--- src/efd_pkg.sv ---
// ----------------------------------------------------------------------------
// Escaped frame deframer package
// Register indexes, reset values, status codes and shared types.
// ----------------------------------------------------------------------------
package efd_pkg;

   // Widths of the link byte, the status code and the register index.
   localparam int unsigned ByteW  = 8;
   localparam int unsigned StatW  = 2;
   localparam int unsigned IndexW = 3;

   // Register indexes on the configuration port.
   localparam logic [IndexW-1:0] REG_START_CODE          = 3'd0;
   localparam logic [IndexW-1:0] REG_END_CODE            = 3'd1;
   localparam logic [IndexW-1:0] REG_ESCAPE_CODE         = 3'd2;
   localparam logic [IndexW-1:0] REG_ESCAPED_START_CODE  = 3'd3;
   localparam logic [IndexW-1:0] REG_ESCAPED_END_CODE    = 3'd4;
   localparam logic [IndexW-1:0] REG_ESCAPED_ESCAPE_CODE = 3'd5;

   // Reset values of the code registers.
   localparam logic [ByteW-1:0] RST_START_CODE          = 8'd141;
   localparam logic [ByteW-1:0] RST_END_CODE            = 8'd216;
   localparam logic [ByteW-1:0] RST_ESCAPE_CODE         = 8'd171;
   localparam logic [ByteW-1:0] RST_ESCAPED_START_CODE  = 8'd5;
   localparam logic [ByteW-1:0] RST_ESCAPED_END_CODE    = 8'd80;
   localparam logic [ByteW-1:0] RST_ESCAPED_ESCAPE_CODE = 8'd35;

   // Status of one result transfer.
   typedef enum logic [StatW-1:0] {
      STAT_DATA  = 2'd0,
      STAT_LAST  = 2'd1,
      STAT_EMPTY = 2'd2,
      STAT_SHORT = 2'd3
   } status_type;

   // Fill level of the frame: nothing, start seen, one held, two held.
   typedef enum logic [1:0] {
      FILL_NONE  = 2'd0,
      FILL_START = 2'd1,
      FILL_ONE   = 2'd2,
      FILL_TWO   = 2'd3
   } fill_type;

   // The set of code registers.
   typedef struct packed {
      logic [ByteW-1:0] start_code;
      logic [ByteW-1:0] end_code;
      logic [ByteW-1:0] escape_code;
      logic [ByteW-1:0] escaped_start_code;
      logic [ByteW-1:0] escaped_end_code;
      logic [ByteW-1:0] escaped_escape_code;
   } codes_type;

   localparam codes_type RST_CODES = '{
      start_code:          RST_START_CODE,
      end_code:            RST_END_CODE,
      escape_code:         RST_ESCAPE_CODE,
      escaped_start_code:  RST_ESCAPED_START_CODE,
      escaped_end_code:    RST_ESCAPED_END_CODE,
      escaped_escape_code: RST_ESCAPED_ESCAPE_CODE
   };

   // Maps the byte after an escape; start beats end beats escape.
   function automatic logic [ByteW-1:0] map_escaped(input logic [ByteW-1:0] b,
                                                    input codes_type c);
      logic [ByteW-1:0] r;
      if (b == c.escaped_start_code) begin
         r = c.start_code;
      end else if (b == c.escaped_end_code) begin
         r = c.end_code;
      end else if (b == c.escaped_escape_code) begin
         r = c.escape_code;
      end else begin
         r = b;
      end
      return r;
   endfunction

endpackage

--- src/escaped_frame_deframer.sv ---
// ----------------------------------------------------------------------------
// Escaped frame deframer
// Removes escape bytes from a link byte stream, drops the start position and
// the checksum byte, and delivers the payload with the last byte marked.
// ----------------------------------------------------------------------------
// A result is registered and appears in the cycle after the transfer of the
// byte that causes it; payload bytes trail the link by two unescaped bytes.
// Throughput: one byte per cycle, set by the single result register, which
// accepts a new byte whenever it is empty or being emptied, not while stalled.
// Reset: synchronous; clears the frame state and output valid and restores
// the default codes. The two held bytes are not reset.
module escaped_frame_deframer (
   input  logic                              clock,
   input  logic                              reset,
   // Configuration write port
   input  logic                              csr_we,
   input  logic [efd_pkg::IndexW-1:0]        csr_index,
   input  logic [efd_pkg::ByteW-1:0]         csr_wdata,
   // Link byte stream
   input  logic                              req_tvalid,
   output logic                              req_tready,
   input  logic [efd_pkg::ByteW-1:0]         req_tdata,   // [7:0] rx_byte
   // Payload stream
   output logic                              rsp_tvalid,
   input  logic                              rsp_tready,
   output logic [efd_pkg::ByteW-1:0]         rsp_tdata,   // [7:0] payload_byte
   output logic [efd_pkg::StatW-1:0]         rsp_tuser    // [1:0] frame_status
);
   import efd_pkg::*;

   codes_type        codes_ff, codes_in;
   logic             escape_pending_ff, escape_pending_in;
   fill_type         fill_ff, fill_in;
   logic [ByteW-1:0] held_older_ff, held_older_in;
   logic [ByteW-1:0] held_newer_ff, held_newer_in;
   logic             rsp_valid_ff, rsp_valid_in;
   logic [ByteW-1:0] rsp_data_ff, rsp_data_in;
   status_type       rsp_status_ff, rsp_status_in;

   logic             accept;
   logic             emit;
   logic [ByteW-1:0] data;

   // A byte is taken whenever the result register is free or being emptied.
   assign req_tready = !rsp_valid_ff || rsp_tready;
   assign accept     = req_tvalid && req_tready;

   // Configuration writes; unknown indexes are ignored.
   always_comb begin
      codes_in = codes_ff;
      if (csr_we) begin
         unique case (csr_index)
            REG_START_CODE:          codes_in.start_code          = csr_wdata;
            REG_END_CODE:            codes_in.end_code            = csr_wdata;
            REG_ESCAPE_CODE:         codes_in.escape_code         = csr_wdata;
            REG_ESCAPED_START_CODE:  codes_in.escaped_start_code  = csr_wdata;
            REG_ESCAPED_END_CODE:    codes_in.escaped_end_code    = csr_wdata;
            REG_ESCAPED_ESCAPE_CODE: codes_in.escaped_escape_code = csr_wdata;
            default: ;
         endcase
      end
   end

   // Frame decoding for one transferred byte.
   always_comb begin
      escape_pending_in = escape_pending_ff;
      fill_in           = fill_ff;
      held_older_in     = held_older_ff;
      held_newer_in     = held_newer_ff;
      emit              = 1'b0;
      rsp_data_in       = rsp_data_ff;
      rsp_status_in     = rsp_status_ff;
      data              = escape_pending_ff ? map_escaped(req_tdata, codes_ff) : req_tdata;
      if (accept) begin
         priority if (req_tdata == codes_ff.end_code) begin
            // The end code closes the frame, even after an escape.
            emit              = 1'b1;
            escape_pending_in = 1'b0;
            fill_in           = FILL_NONE;
            unique case (fill_ff)
               FILL_TWO: begin
                  rsp_data_in   = held_older_ff;
                  rsp_status_in = STAT_LAST;
               end
               FILL_ONE: begin
                  rsp_data_in   = '0;
                  rsp_status_in = STAT_EMPTY;
               end
               default: begin
                  rsp_data_in   = '0;
                  rsp_status_in = STAT_SHORT;
               end
            endcase
         end else if (!escape_pending_ff && req_tdata == codes_ff.escape_code) begin
            // The escape byte itself is dropped.
            escape_pending_in = 1'b1;
         end else begin
            // An unescaped byte moves through the two-byte hold line.
            escape_pending_in = 1'b0;
            unique case (fill_ff)
               FILL_NONE: begin
                  fill_in = FILL_START;
               end
               FILL_START: begin
                  held_newer_in = data;
                  fill_in       = FILL_ONE;
               end
               FILL_ONE: begin
                  held_older_in = held_newer_ff;
                  held_newer_in = data;
                  fill_in       = FILL_TWO;
               end
               default: begin
                  emit          = 1'b1;
                  rsp_data_in   = held_older_ff;
                  rsp_status_in = STAT_DATA;
                  held_older_in = held_newer_ff;
                  held_newer_in = data;
               end
            endcase
         end
      end
   end

   // The result register holds until the transfer completes.
   assign rsp_valid_in = accept ? emit : (rsp_valid_ff && !rsp_tready);

   // Control state and code registers.
   always_ff @(posedge clock) begin
      if (reset) begin
         codes_ff          <= RST_CODES;
         escape_pending_ff <= 1'b0;
         fill_ff           <= FILL_NONE;
         rsp_valid_ff      <= 1'b0;
      end else begin
         codes_ff          <= codes_in;
         escape_pending_ff <= escape_pending_in;
         fill_ff           <= fill_in;
         rsp_valid_ff      <= rsp_valid_in;
      end
   end

   // Payload registers.
   always_ff @(posedge clock) begin
      held_older_ff <= held_older_in;
      held_newer_ff <= held_newer_in;
      if (accept && emit) begin
         rsp_data_ff   <= rsp_data_in;
         rsp_status_ff <= rsp_status_in;
      end
   end

   assign rsp_tvalid = rsp_valid_ff;
   assign rsp_tdata  = rsp_data_ff;
   assign rsp_tuser  = rsp_status_ff;

`ifndef ASSERT_OFF
   // A stalled result blocks the link side.
   a_stall_blocks: assert property (@(posedge clock) disable iff (reset)
      (rsp_valid_ff && !rsp_tready) |-> !req_tready)
      else $error("byte taken while a result is stalled");

   // Empty and short statuses carry a zero byte.
   a_zero_data: assert property (@(posedge clock) disable iff (reset)
      (rsp_valid_ff && (rsp_status_ff == STAT_EMPTY || rsp_status_ff == STAT_SHORT))
      |-> (rsp_data_ff == '0))
      else $error("non-zero byte with empty or short status");

   // An end code clears the frame state and always yields a result.
   a_end_closes: assert property (@(posedge clock) disable iff (reset)
      (accept && req_tdata == codes_ff.end_code)
      |=> (fill_ff == FILL_NONE && !escape_pending_ff && rsp_valid_ff))
      else $error("end code did not close the frame");

   // Payload data only comes out once two bytes are held.
   a_data_needs_fill: assert property (@(posedge clock) disable iff (reset)
      (accept && emit && rsp_status_in == STAT_DATA) |-> (fill_ff == FILL_TWO))
      else $error("data byte emitted before the hold line was full");
`endif

endmodule
--- config.mk ---
export PLATFORM = sky130hd
export DESIGN_NAME = escaped_frame_deframer
export DESIGN_NICKNAME = d
export VERILOG_FILES = /design/src/efd_pkg.sv /design/src/escaped_frame_deframer.sv
export SDC_FILE = /design/constraint.sdc
export NUM_CORES = 1
export LEC_CHECK = 0
export BUFFER_PORTS_ARGS = -buffer_cell sky130_fd_sc_hd__buf_2
export CORE_ASPECT_RATIO = 1.25
export CORE_MARGIN = 2
export CORE_UTILIZATION = 55
export CTS_BUF_LIST = sky130_fd_sc_hd__clkbuf_4
export DETAILED_ROUTE_END_ITERATION = 10
export PLACE_DENSITY_LB_ADDON = 0.15
export REMOVE_ABC_BUFFERS = 1
export SLEW_MARGIN = 20
export SYNTH_ARGS = -nofsm -noshare
export SYNTH_HDL_FRONTEND = slang
export SYNTH_SLANG_ARGS = --single-unit
--- constraint.sdc ---
create_clock -name clock -period 2.21 [get_ports clock]
set_input_delay 0.3315 -clock clock [delete_from_list [all_inputs] [get_ports clock]]
set_output_delay 0.3315 -clock clock [all_outputs]
set_load 0.005 [all_outputs]
==> flow_summary.json <==
{
  "hold_violations": 0,
  "globalRouteOverflowTotal": 0,
  "grt_max_degree": 40,
  "synth_edf_count": 26,
  "slew_headroom_pct": 59.9,
  "die_h_um": 96.4,
  "drv_slew": 0,
  "grt_pass1_wl_mm": 14.1,
  "yosys.cell_types.count": 37,
  "cp_cell_sequence": "xor2_1 -> nor4_1 -> nand2_1 -> a21boi_0 -> nor2_2",
  "crit_slowest_cell": "nor2_2",
  "h-tree-depth": 3,
  "antenna_left": 0,
  "path_max_fanout": 10,
  "cts_made_buffers": 9,
  "setup-violations-final": 0,
  "clock.fmax_mhz": 491,
  "min_path_type": "in -> reg",
  "vdd_drop_max_mv": 0.383,
  "final_nets": 484,
  "stdcell_area_um2": 4320,
  "leakagePower_nw": 1.69,
  "core_area_um2": 6610,
  "avgSynthCellArea_um2": 9.42,
  "cap_violations": 0,
  "clock-sinks": 78,
  "ctsHoldBuffers": 0,
  "rsz0062_at_grt": "false",
  "skew_ns": 0.0205,
  "startpoint_type": "register",
  "start_util_pct": 56.9,
  "multi_input_area_um2": 1810,
  "yosys_most_used_dff": "dfxtp_1",
  "crit_path_end_kind": "register",
  "antenna_cells": 0,
  "yosysTopAreaCell": "dfxtp_1",
  "viasPerCell": 5.52,
  "first_global_vias": 2870,
  "grt_util_all_layers_pct": 25.3,
  "fillers": 584,
  "die_area_um2": 7520,
  "vias": 3018,
  "fin_crit_ns": 2.04,
  "synth_seq_cells": 78,
  "yosysWarningCount": 0,
  "drt_iter0_markers": 165,
  "syn2layout_area_growth_pct": 14.8,
  "drive_gt1_share_pct": 20.4,
  "path_class": "reg -> reg",
  "fp.dieW_um": 77.9,
  "yosys.area.top_type_share_pct": 27.7,
  "syn_inst": 399,
  "hpwl_mm": 6.64,
  "power_w": 0.00269,
  "cts_root_buffer": "clkbuf_4",
  "fin_util_pct": 65.3,
  "synth_area_leaders": "dfxtp_1, edfxtp_1, nand2_1, xor2_1, a21oi_1",
  "period_share_pct": 92.2,
  "postCtsSetupBuffers": 0,
  "wl_per_cell_um": 16.4,
  "required_ns": 2.28,
  "cpPeakStageDelay_ns": 0.41,
  "clock_latency_ns": 0.43,
  "synth_area_um2": 3760,
  "drc": 0,
  "top_level_ports": 36,
  "cp.arrival_ns": 2.11,
  "drtPass1Iterations": 4,
  "synth-seq-area-share_pct": 48.5,
  "fin_hold_ws_ns": 0.177,
  "rows": 33,
  "worst_pin_slew_ns": 0.598,
  "antenna_found_initial": 0,
  "io_buffers": 35,
  "status": "completed",
  "clk_pin_slew_worst_paths_ns": 0.13,
  "wirelength_mm": 8.97,
  "cts_buffer_depth": 2,
  "power.density_nw_per_um2": 622,
  "regArea_um2": 1820,
  "place_area_um2": 4190,
  "cts_tree": "yes",
  "gp_congestion": 0.901,
  "async_flop_share_pct": 0
}
[area by class of cell]
| type | count | share of cell area [%] |
|---|---|---|
| Multi-Input combinational cell | 294 | 41.9 |
| Clock buffer | 10 | 1.74 |
| Inverter | 2 | 0.174 |
| Tap cell | 87 | 2.52 |
| Timing Repair Buffer | 70 | 10.4 |
| Sequential cell | 78 | 42.2 |
| Clock inverter | 6 | 1.01 |
[cell families (layout without fill, tap and decap cells)]
logic type | count (synthesis) | after routing | synth area share [%]
and+or+nand+nor | 175 | 175 | 23.1
DFF | 78 | 78 | 48.5
AOI/OAI and AO/OA | 71 | 71 | 12.4
xor gates and xnor gates | 40 | 40 | 9.92
buffers and inverters | 27 | 88 | 3.66
adders and majority gates | 5 | 5 | 1.66
muxes | 3 | 3 | 0.799
[synthesized netlist by cell type (all sizes together), types with 6 or more instances]
cell type,n
a21boi,9
a21oi,34
a311oi,9
buf,13
clkbuf,12
dfxtp,52
edfxtp,26
nand2,90
nand3,7
nand3b,16
nor2,17
nor2b,23
nor4,6
o31ai,9
xnor2,15
xor2,25
[state kept, by name, indices dropped and copies added (netlist names)]
name	flops
held_older_ff	8
codes_ff	48
held_newer_ff	8
rsp_tvalid	1
escape_pending_ff	1
fill_ff	2
rsp_tdata	8
rsp_tuser	2
[what timing repair did]
item,in CTS,in global routing
endpoints found under the setup margin,18,8
endpoints found under the hold margin,0,0
gates resized for setup,2,1
[worst max-delay path, delay by kind of cell, from the launching register on]
family / cells / cell delay (ns)
AND/OR/NAND/NOR: 3 / 0.96
flip-flops: 1 / 0.37
AO/OA/AOI/OAI: 1 / 0.18
XOR/XNOR: 1 / 0.17
[path summary, 6_finish.rpt]
path | start | to | slack [ns] | cells past startpoint
max | codes_ff[38]$_SDFFE_PP1P_ | rsp_tdata[6]$_DFFE_PP_ | 0.17 | 5
min | req_tvalid | rsp_tvalid$_SDFF_PP0_ | 0.18 | 3
max reg2reg | codes_ff[38]$_SDFFE_PP1P_ | rsp_tdata[6]$_DFFE_PP_ | 0.17 | 5
min reg2reg | held_newer_ff[3]$_DFFE_PP_ | held_older_ff[3]$_DFFE_PP_ | 0.44 | 0
[cell usage in the layout (no fill, tap or decap), types with 10 or more instances in the layout]
| master | count |
|---|---|
| nor2b_1 | 23 |
| a21oi_1 | 34 |
| nand2_1 | 90 |
| dfxtp_1 | 52 |
| buf_2 | 35 |
| edfxtp_1 | 26 |
| xor2_1 | 25 |
| nand3b_1 | 16 |
| buf_4 | 34 |
| nor2_1 | 14 |
| clkbuf_4 | 10 |
| xnor2_1 | 12 |
[layer usage]
| metal | up-vias | wire, um | GRT usage [%] |
|---|---|---|---|
| met3 | 29 | 516 | 3.53 |
| met5 | - | 0 | 0 |
| met1 | 1392 | 3500 | 28.5 |
| li1 | 1493 | - | - |
| met2 | 104 | 4600 | 44.8 |
| met4 | 0 | 363 | 16.8 |
[where the power goes]
group | internal [W] | leakage [nW] | switching, W
clock | 0.000252 | 0.0692 | 0.000515
combinational | 0.000146 | 0.955 | 0.000197
sequential | 0.00154 | 0.664 | 0.0000322
[through the flow]
stage / worst slack, ns / std cells / TNS (ns)
finish: 0.173 / 547 / 0
global route: 0.0439 / 547 / 0
CTS: 0.0849 / 547 / 0
detailed placement: -0.186 / 531 / -3.07
global placement: -0.0872 / 531 / -1.34
floorplan: 0.212 / 374 / 0
No activity file was read; power rests on OpenSTA's default activity.
